--- config.mk ---
export PLATFORM = sky130hd
export DESIGN_NAME = transpose_list_chunk_cache
export DESIGN_NICKNAME = d
export VERILOG_FILES = /design/src/hw/rtl/tlcc_pkg.sv /design/src/hw/rtl/tlcc_cell.sv /design/src/hw/rtl/transpose_list_chunk_cache.sv
export SDC_FILE = /design/constraint.sdc
export NUM_CORES = 2
export LEC_CHECK = 0
export BUFFER_PORTS_ARGS = -buffer_cell sky130_fd_sc_hd__buf_2
export CAP_MARGIN = 40
export CORE_ASPECT_RATIO = 0.9
export CORE_MARGIN = 1
export CORE_UTILIZATION = 35
export DETAILED_ROUTE_END_ITERATION = 6
export PLACE_DENSITY = 0.57
export SKIP_CTS_REPAIR_TIMING = 1
export SYNTH_ARGS = -nofsm -noshare
export SYNTH_HDL_FRONTEND = slang
export SYNTH_SLANG_ARGS = --single-unit
--- constraint.sdc ---
create_clock -name clk -period 5.33 [get_ports clk]
set_input_delay 0.533 -clock clk [delete_from_list [all_inputs] [get_ports clk]]
set_output_delay 0.533 -clock clk [all_outputs]
set_load 0.005 [all_outputs]
--- src/hw/rtl/tlcc_pkg.sv ---
// Shared types and constants of the transpose-list chunk cache directory.
package tlcc_pkg;

    localparam int DEFAULT_ENTRIES = 16;
    localparam int TAG_W           = 32;
    localparam int KIND_W          = 2;
    localparam int SLOT_IO_W       = 4;

    localparam logic [KIND_W-1:0] KIND_LOOKUP  = 2'd0;
    localparam logic [KIND_W-1:0] KIND_ALLOC   = 2'd1;
    localparam logic [KIND_W-1:0] KIND_RELEASE = 2'd2;

    typedef struct packed {
        logic              load;
        logic              exec;
        logic [KIND_W-1:0] kind;
        logic              key_en;
    } cell_ctrl_t;

endpackage

--- src/hw/rtl/tlcc_cell.sv ---
// One list position of the directory: a slot number, its tag and a match flag.
module tlcc_cell #(
    parameter int ENTRIES = tlcc_pkg::DEFAULT_ENTRIES
) (
    input  logic                                                clk,
    input  logic                                                rst_n,
    input  tlcc_pkg::cell_ctrl_t                                ctrl,
    input  logic                                                front,
    input  logic [$clog2(ENTRIES)+2*tlcc_pkg::TAG_W-1:0]        key,
    input  logic                                                left_valid,
    input  logic [$clog2(ENTRIES)+2*tlcc_pkg::TAG_W-1:0]        left_data,
    input  logic                                                right_valid,
    input  logic [$clog2(ENTRIES)+2*tlcc_pkg::TAG_W-1:0]        right_data,
    input  logic                                                right_first,
    input  logic                                                seen_in,
    output logic                                                seen_out,
    output logic                                                first,
    output logic                                                valid,
    output logic [$clog2(ENTRIES)+2*tlcc_pkg::TAG_W-1:0]        data
);
    import tlcc_pkg::*;

    localparam int SW = $clog2(ENTRIES);
    localparam int DW = SW + 2 * TAG_W;

    logic          valid_reg;
    logic          match_reg;
    logic          match_next;
    logic [DW-1:0] data_reg;
    logic          take_left;
    logic          take_right;

    assign first    = match_reg & ~seen_in;
    assign seen_out = seen_in | match_reg;
    assign valid    = valid_reg;
    assign data     = data_reg;

    always_comb
    begin
        case (ctrl.kind)
            KIND_LOOKUP:
                match_next = valid_reg && (key[2*TAG_W-1:0] == data_reg[2*TAG_W-1:0]);
            KIND_RELEASE:
                match_next = valid_reg && ctrl.key_en
                             && (key[DW-1 -: SW] == data_reg[DW-1 -: SW]);
            default:
                match_next = 1'b0;
        endcase
    end

    always_comb
    begin
        take_left  = 1'b0;
        take_right = 1'b0;
        if (ctrl.exec)
        begin
            case (ctrl.kind)
                KIND_LOOKUP:
                begin
                    take_left  = first & ~front;
                    take_right = right_first;
                end
                KIND_ALLOC:
                    take_left = 1'b1;
                KIND_RELEASE:
                    take_right = seen_out;
                default:
                begin
                    take_left  = 1'b0;
                    take_right = 1'b0;
                end
            endcase
        end
    end

    always_ff @(posedge clk or negedge rst_n)
    begin
        if (!rst_n)
        begin
            valid_reg <= 1'b0;
            match_reg <= 1'b0;
        end
        else
        begin
            if (ctrl.load)
                match_reg <= match_next;
            if (take_left)
                valid_reg <= left_valid;
            else if (take_right)
                valid_reg <= right_valid;
        end
    end

    always_ff @(posedge clk)
    begin
        if (take_left)
            data_reg <= left_data;
        else if (take_right)
            data_reg <= right_data;
    end

endmodule

--- src/hw/rtl/transpose_list_chunk_cache.sv ---
// Top level of the transpose-list chunk cache directory.
//
//   channel   direction  handshake            fields
//   request   in         start / busy         kind, res_id, chunk_id, slot_in
//   response  out        done (strobe)        hit, slot_out, evicted, op_error
//
// In a transaction, the cycle of acceptance loads the tag compare
// into every cell and reads the free stack, the next cycle moves the cells.
// busy is high while the cells move; done follows in the cycle after that.
// Reset empties every cell and fills the free stack at once, no sweep.
// The receiver cannot stall: done is a single-cycle strobe.
module transpose_list_chunk_cache #(
    parameter int ENTRIES = tlcc_pkg::DEFAULT_ENTRIES
) (
    input  logic                           clk,
    input  logic                           rst_n,
    input  logic                           start,
    output logic                           busy,
    input  logic [tlcc_pkg::KIND_W-1:0]    kind,
    input  logic [tlcc_pkg::TAG_W-1:0]     res_id,
    input  logic [tlcc_pkg::TAG_W-1:0]     chunk_id,
    input  logic [tlcc_pkg::SLOT_IO_W-1:0] slot_in,
    output logic                           done,
    output logic                           hit,
    output logic [tlcc_pkg::SLOT_IO_W-1:0] slot_out,
    output logic                           evicted,
    output logic                           op_error
);
    import tlcc_pkg::*;

    localparam int SW = $clog2(ENTRIES);
    localparam int CW = $clog2(ENTRIES + 1);
    localparam int DW = SW + 2 * TAG_W;

    localparam logic ST_IDLE = 1'b0;
    localparam logic ST_EXEC = 1'b1;

    logic                 state_reg;
    logic                 accept;
    logic [KIND_W-1:0]    kind_reg;
    logic [TAG_W-1:0]     res_reg;
    logic [TAG_W-1:0]     chunk_reg;
    logic [SW-1:0]        req_slot;
    logic                 req_ok;
    logic [SW-1:0]        req_slot_reg;

    logic [CW-1:0]        free_count_reg;
    logic [CW-1:0]        free_count_next;
    logic [CW-1:0]        low_water_reg;
    logic [CW-1:0]        low_water_next;
    logic [CW-1:0]        count_m1;
    logic [SW-1:0]        pop_idx;
    logic [SW-1:0]        stack_mem [ENTRIES];
    logic [SW-1:0]        rd_reg;
    logic                 init_reg;
    logic [SW-1:0]        pop_slot;
    logic                 push_en;

    cell_ctrl_t           ctrl;
    logic [DW-1:0]        key;
    logic [DW-1:0]        ins_data;
    logic [SW-1:0]        alloc_slot;
    logic [SW-1:0]        tail_slot;
    logic [SW-1:0]        hit_slot;
    logic                 found;

    logic                 valid_w [ENTRIES+1];
    logic [DW-1:0]        data_w  [ENTRIES+1];
    logic                 seen_w  [ENTRIES+1];
    logic                 first_w [ENTRIES+1];

    logic                 done_reg;
    logic                 hit_reg;
    logic                 hit_next;
    logic [SLOT_IO_W-1:0] slot_out_reg;
    logic [SLOT_IO_W-1:0] slot_out_next;
    logic                 evicted_reg;
    logic                 evicted_next;
    logic                 op_error_reg;
    logic                 op_error_next;

    assign busy     = (state_reg == ST_EXEC);
    assign accept   = start && !busy;
    assign done     = done_reg;
    assign hit      = hit_reg;
    assign slot_out = slot_out_reg;
    assign evicted  = evicted_reg;
    assign op_error = op_error_reg;

    assign req_ok   = 32'(slot_in) < ENTRIES;
    assign req_slot = SW'(32'(slot_in));
    assign key      = {req_slot, res_id, chunk_id};

    assign ctrl.load   = accept;
    assign ctrl.exec   = busy;
    assign ctrl.kind   = busy ? kind_reg : kind;
    assign ctrl.key_en = req_ok;

    // free stack: positions never written since reset read as their reset slot
    assign count_m1 = free_count_reg - CW'(1);
    assign pop_idx  = (free_count_reg == '0) ? '0 : count_m1[SW-1:0];
    assign pop_slot = init_reg ? SW'(CW'(ENTRIES) - free_count_reg) : rd_reg;

    assign tail_slot  = data_w[ENTRIES-1][DW-1 -: SW];
    assign alloc_slot = (free_count_reg != '0) ? pop_slot : tail_slot;
    assign ins_data   = {alloc_slot, res_reg, chunk_reg};
    assign found      = seen_w[ENTRIES];
    assign push_en    = busy && (kind_reg == KIND_RELEASE) && found;

    assign valid_w[ENTRIES] = 1'b0;
    assign data_w[ENTRIES]  = '0;
    assign first_w[ENTRIES] = 1'b0;
    assign seen_w[0]        = 1'b0;

    generate
        for (genvar p = 0; p < ENTRIES; p++)
        begin : g_cell
            logic          left_valid;
            logic [DW-1:0] left_data;

            if (p == 0)
            begin : g_front
                assign left_valid = 1'b1;
                assign left_data  = ins_data;
            end
            else
            begin : g_inner
                assign left_valid = valid_w[p-1];
                assign left_data  = data_w[p-1];
            end

            tlcc_cell #(
                .ENTRIES (ENTRIES)
            ) u_cell (
                .clk         (clk),
                .rst_n       (rst_n),
                .ctrl        (ctrl),
                .front       (p == 0),
                .key         (key),
                .left_valid  (left_valid),
                .left_data   (left_data),
                .right_valid (valid_w[p+1]),
                .right_data  (data_w[p+1]),
                .right_first (first_w[p+1]),
                .seen_in     (seen_w[p]),
                .seen_out    (seen_w[p+1]),
                .first       (first_w[p]),
                .valid       (valid_w[p]),
                .data        (data_w[p])
            );
        end
    endgenerate

    always_comb
    begin
        hit_slot = '0;
        for (int p = 0; p < ENTRIES; p++)
        begin
            if (first_w[p])
                hit_slot = hit_slot | data_w[p][DW-1 -: SW];
        end
    end

    always_comb
    begin
        hit_next        = 1'b0;
        slot_out_next   = '0;
        evicted_next    = 1'b0;
        op_error_next   = 1'b0;
        free_count_next = free_count_reg;
        low_water_next  = low_water_reg;
        case (kind_reg)
            KIND_LOOKUP:
            begin
                hit_next = found;
                if (found)
                    slot_out_next = SLOT_IO_W'(32'(hit_slot));
            end
            KIND_ALLOC:
            begin
                slot_out_next = SLOT_IO_W'(32'(alloc_slot));
                if (free_count_reg == '0)
                    evicted_next = 1'b1;
                else
                begin
                    free_count_next = count_m1;
                    if (init_reg)
                        low_water_next = count_m1;
                end
            end
            KIND_RELEASE:
            begin
                op_error_next = !found;
                if (found)
                    free_count_next = free_count_reg + CW'(1);
            end
            default:
            begin
                hit_next = 1'b0;
            end
        endcase
    end

    always_ff @(posedge clk or negedge rst_n)
    begin
        if (!rst_n)
        begin
            state_reg      <= ST_IDLE;
            free_count_reg <= CW'(ENTRIES);
            low_water_reg  <= CW'(ENTRIES);
            done_reg       <= 1'b0;
            hit_reg        <= 1'b0;
            slot_out_reg   <= '0;
            evicted_reg    <= 1'b0;
            op_error_reg   <= 1'b0;
        end
        else
        begin
            done_reg <= busy;
            if (accept)
                state_reg <= ST_EXEC;
            else if (busy)
                state_reg <= ST_IDLE;
            if (busy)
            begin
                free_count_reg <= free_count_next;
                low_water_reg  <= low_water_next;
                hit_reg        <= hit_next;
                slot_out_reg   <= slot_out_next;
                evicted_reg    <= evicted_next;
                op_error_reg   <= op_error_next;
            end
        end
    end

    always_ff @(posedge clk)
    begin
        if (accept)
        begin
            kind_reg     <= kind;
            res_reg      <= res_id;
            chunk_reg    <= chunk_id;
            req_slot_reg <= req_slot;
            rd_reg       <= stack_mem[pop_idx];
            init_reg     <= (free_count_reg == low_water_reg);
        end
        if (push_en)
            stack_mem[free_count_reg[SW-1:0]] <= req_slot_reg;
    end

endmodule

# Word-level counts from Yosys, hierarchy flattened

Memory sizes are Yosys's and may differ from the RTL's. A register that Yosys moved wholly into a read port is not among the register bits.
Index checks and enable logic that the tools add are counted.

Word-level logic and storage cells: 401
Memories kept: 1
Input bits: 73
Flip-flop bits (word level): 1210
RAM bits: 64
Output and inout port bits: 9

Memory list:

| name      | words | bits a word | read ports | clocked after memory_dff | wr ports | line                             | text |
|---|---|---|---|---|---|---|---|
| stack_mem | 16    | 4           | 1          | 1                        | 1        | transpose_list_chunk_cache.sv:53 | `logic [SW-1:0] stack_mem [ENTRIES];` |

Add/sub/neg operators: 3
Bitwise logic cells: 61
Mux-type cells: 176
Reductions and logical operators: 60
Eq/ne operators: 39

Operators with widths:

| cell                | number |
|---|---|
| $mux 68             | 32 |
| $eq 64x64->1        | 16 |
| $pmux 1 s2          | 46 |
| $mux 4              | 20 |
| $mux 1              | 73 |
| $eq 4x4->1          | 16 |
| $or 4x4->4          | 15 |
| $logic_and 1x1->1   | 35 |
| $reduce_bool 2->1   | 17 |
| $not 1->1           | 16 |
| $and 1x1->1         | 15 |
| $or 1x1->1          | 15 |
| $mux 5              | 2 |
| $pmux 5 s2          | 1 |
| $pmux 4 s2          | 1 |
| $reduce_and 4->1    | 2 |
| $add 5x1->5 const B | 1 |
| $eq 5x5->1          | 1 |
| $logic_not 5->1     | 1 |
| $reduce_bool 5->1   | 1 |
| $sub 5x1->5 const B | 1 |
| $eq 2x1->1 const B  | 2 |
| $eq 2x2->1 const B  | 2 |
| $logic_not 2->1     | 2 |
| 4 further kinds     | 6 |

# Longest topological paths before layout

Word-level depth: 33
Depth in mapped cells: 11
Gate-level depth less buffers: 8

# Hierarchy

Synthesis repeated with hierarchy kept, for this count alone.

Cells, all modules: 4441
Area total of the unflattened synthesis: 67476.0 um^2

By module, submodules not included:

| module                     | times used | seq. area each (um^2) | area an instance (um^2) | cells an instance |
|---|---|---|---|---|
| tlcc_cell                  | 16         | 2092.0                | 3817.4                  | 251 |
| transpose_list_chunk_cache | 1          | 4652.0                | 6397.4                  | 425 |

# Least setup slack after synthesis

No wires, ideal clock.

Path kind: reg2reg
From: register g_cell[4].u_cell.match_reg
To: register g_cell[14].u_cell.valid_reg
Arrival: 5759 ps
Data required time: 5249 ps
Cell stages (with the launch flop): 8
Period minus slack after synthesis: 5841 ps
Slack: -511 ps
Buffers on the path: 2
Library setup time: 81 ps
Path through: dfrtp_1 > buf_2 > or4_1 > buf_2 > nor4_4 > o21ai_0 > a21oi_1 > mux2_2

Word-level cells in the longest chain between the ends: 16
Elaborated cells on any way between the ends: 21
Those cells by class: 5 x mux; 15 x bitwise; 1 x reduce/logical

Ends and longest elaborated chain:

| item                        | line            | text |
|---|---|---|
| from (decl)                 | tlcc_cell.sv:27 | `logic match_reg;` |
| from (signal assigned)      | tlcc_cell.sv:86 | `match_reg <= match_next;` |
| $or 1x1->1 * (10 in a row)  | tlcc_cell.sv:34 | `assign seen_out = seen_in \| match_reg;` |
| $or 1x1->1                  | tlcc_cell.sv:34 |  |
| $not 1->1                   | tlcc_cell.sv:33 | `assign first = match_reg & ~seen_in;` |
| $and 1x1->1                 | tlcc_cell.sv:33 |  |
| $pmux 1 s2                  | tlcc_cell.sv:57 | `case (ctrl.kind)` |
| $mux 1                      | tlcc_cell.sv:55 | `if (ctrl.exec)` |
| $reduce_bool 2->1 (no line) | --              |  |
| to (signal assigned)        | tlcc_cell.sv:88 | `valid_reg <= left_valid;` |
| to (signal assigned)        | tlcc_cell.sv:90 | `valid_reg <= right_valid;` |
| to (decl)                   | tlcc_cell.sv:26 | `logic valid_reg;` |

Every way passes the cells marked *; elsewhere a longest branch is shown, timed or not.
A chain may end at the register's enable or synchronous reset.

# Worst setup path in the final report

From: register g_cell[9].u_cell.match_reg
To: register g_cell[14].u_cell.data_reg[44], data pin

Word-level cells in the longest chain between the ends: 10

Ends and longest elaborated chain:

| item                    | line            | text |
|---|---|---|
| from (decl)             | tlcc_cell.sv:27 |  |
| from (signal assigned)  | tlcc_cell.sv:86 |  |
| $or 1x1->1 (5 in a row) | tlcc_cell.sv:34 |  |
| $not 1->1               | tlcc_cell.sv:33 |  |
| $and 1x1->1             | tlcc_cell.sv:33 |  |
| $pmux 1 s2              | tlcc_cell.sv:57 |  |
| $mux 1                  | tlcc_cell.sv:55 |  |
| $mux 68                 | tlcc_cell.sv:96 | `if (take_left)` |
| to (signal assigned)    | tlcc_cell.sv:97 | `data_reg <= left_data;` |
| to (signal assigned)    | tlcc_cell.sv:99 | `data_reg <= right_data;` |
| to (decl)               | tlcc_cell.sv:29 | `logic [DW-1:0] data_reg;` |

Every way passes these cells.

==> run metrics <==
Worst Path Max Fanout=17; cell area after synthesis=0.0661 mm²; CP Buf/Inv Count=1; Hold Worst Slack=0.105 ns; Place WS=1.57 ns; top cells by count, synth=edfxtp_1 (1,227), mux2_2 (944), xnor2_1 (656), xor2_1 (421), nand2_1 (287); Synth area leaders=edfxtp_1 (56%), mux2_2 (16%), xnor2_1 (8.7%); CP arrival=4.30 ns; CTS tree=built; proportion of layout cells with a drive suffix above 1=28.9%; max reg flops=1,088; Die Y=414 µm; area leader, netlist=edfxtp_1; final-report hold violation count=0; Period minus WS final=3.76 ns; CP max stage delay=0.76 ns; initial antenna violation count=19; Die W=460 µm; Port-buffer cells=81; Crit Path Category=reg -> reg; power per cell area=336 mW/mm²; DR pass1 iterations=5; ys async rst share=3.99%; row cnt=150; flop2flop setup slack=1.57 ns; Fin Setup TNS=0 ns; EDFF count, synth=1,227; pin count of the biggest net entering global routing=74; relative slew slack=22.9%; Worst path slowest cell=or4_1; RSZ-0062 raised after global routing=no; Post-Syn Nets=4,821; required time worst endpoint=5.87 ns; wire length per cell=34.0 µm; I/O pins=82; cell total after placement=7,179; Util after Layout=40.1%; Pleak=24.2 nW; via count=42,714; initial core utilization=35.4%; CTS H-tree depth=4; synthesized area per cell=13.9 µm²; Worst R2R Path Depth=6; Final HPWL DP=192,000 µm; Nets=4,907; Hold Path End=chunk_reg[13]; ANT nets after route=0; hold_sp=chunk_id[13]; Worst R2R Start=g_cell[9].u_cell.match_reg; Final Wtd Congestion=1.05; Final Setup Violations=0; CP delay by family, top=simple AND/OR/NAND/NOR gates; crit path cell chain=or4_1 > nor4_4 > nand2_2 > a21oi_4 > buf_4 > mux2_2; fmax=266 MHz; Finished Layout Cells=7,463; MaxCap Viol Count=0; r2r endpoint=g_cell[14].u_cell.data[44]; worst skew pair latency=0.81 ns; initial DRC count=6,163; synth unique cells=69; Residual DRC=0; Crit. End Element=flip-flop; Clock Sink Count=1,278; hold path depth=1; Synth top area share=55.7%; Layout area overhead=13.2%; post-synthesis sequential area ratio=57.7%; fin. max-slew vios=0; Max VDD drop=0.000332 V; post-layout worst setup margin=1.57 ns; wirelength, routed=253,000 µm; Startpoint Class=flip-flop; flops & latches, synth=1,278; Worst-path clk slew=0.07 ns; Total GRT Usage=26.1%; vias in the first global route=41,428; Final Skew=0.0278 ns; Yosys Warn Count=0; Tightest Pin Transition=1.15 ns; Die ar.=0.191 mm²; Max Root-Sink Buffers=3; first-pass GRT wire length=347,000 µm; Hold WC Path Type=in -> reg; Tcrit/Tclk final=70.5%; CTS Buf Count=145; most common cell in the synthesized netlist=edfxtp_1; GRT overflow=0; root buf cell=clkbuf_16; status=finished clean; synthesized instance count=4,744; Core Box Area=0.187 mm²; Most used DFF post-synth=edfxtp_1; routed vias/inst=5.72
-- how the worst max path moves through the flow --
stage,from,endpoint,cells past startpoint
after CTS,g_cell[9].u_cell.match_reg,g_cell[14].u_cell.data[44],6
after global routing,g_cell[9].u_cell.match_reg,g_cell[14].u_cell.data[44],6
after global placement,busy,g_cell[1].u_cell.match_reg,7
after detailed placement,res_id[18],g_cell[1].u_cell.match_reg,7
final,g_cell[9].u_cell.match_reg,g_cell[14].u_cell.data[44],6
after floorplan,g_cell[4].u_cell.match_reg,g_cell[12].u_cell.valid,7
-- placed cells by master, fill, tap and decap left out, types with 8 or more instances in the layout --
master / netlist / final
nor2_1: 32 / 24
a21oi_4: 1 / 8
edfxtp_1: 1227 / 1227
buf_2: 54 / 83
inv_1: 42 / 40
or4_1: 14 / 14
o22ai_1: 19 / 19
clkbuf_1: 197 / 36
buf_4: 11 / 116
mux2_1: 21 / 21
nor2b_1: 8 / 8
nor3_1: 14 / 13
a22oi_1: 12 / 12
xnor2_1: 656 / 656
nand4_1: 185 / 185
nand2_1: 287 / 285
a31oi_1: 9 / 8
a32oi_1: 15 / 15
clkbuf_16: 0 / 150
o21ai_0: 62 / 62
xor2_1: 421 / 421
a221oi_1: 8 / 8
bufinv_16: 0 / 10
a21oi_1: 35 / 30
nor2_4: 1 / 9
mux2_2: 944 / 944
buf_12: 0 / 27
nor4_1: 142 / 142
nand3_1: 41 / 41
mux2i_1: 14 / 13
and2_1: 81 / 80
dfrtp_1: 49 / 49
clkinv_1: 1 / 37
clkinv_2: 0 / 20
-- report_power, final --
group	internal [W]	total (W)	switching (W)
Combinational	0.00117	0.00318	0.00201
Sequential	0.0115	0.0119	0.000460
Clock	0.00570	0.0100	0.00435
-- routing by layer --
metal | global-route usage [%] | wire [µm]
met1 | 37.3 | 109000
met2 | 39.0 | 112000
met3 | 8.05 | 27700
met4 | 4.74 | 4410
met5 | 0.631 | 249
-- metrics by stage --
stage	power [W]	cell area [µm²]
CTS	0.0252	74700
floorplan	0.0139	66100
detailed placement	0.0152	70100
global route	0.0258	74800
global placement	0.0152	69900
finish	0.0251	74800
-- cells by family (layout without fill, tap and decap cells) --
kind of cell / Yosys count / count (layout) / synth area share, %
flip-flops: 1278 / 1278 / 57.7
XOR/XNOR: 1077 / 1077 / 14.3
multiplexers: 985 / 985 / 16.9
AND/OR/NAND/NOR: 840 / 840 / 6.78
buffers and inverters: 345 / 549 / 2.21
AO/OA/AOI/OAI: 215 / 215 / 2.15
adder cells (fa/ha/maj): 4 / 4 / 0.0757
other: 0 / 7 / 0
-- final cells by class --
class	count	area (µm²)
clock inverters	76	681
well taps	2508	3140
diodes	7	17.5
fillers	17530	112000
inverters	43	165
clock buffers	189	3930
flip-flops and latches	1278	38100
repair buffers	241	2020
multi-input cells	3121	26800
-- worst register-to-register path, delay by kind of cell, from the launching register on --
family,cells,cell delay [ns]
flops,1,0.54
compound gates,1,0.71
mux,1,0.36
buf+inv,1,0.39
simple gates,3,1.51
Power figures use the tool's default switching activity.
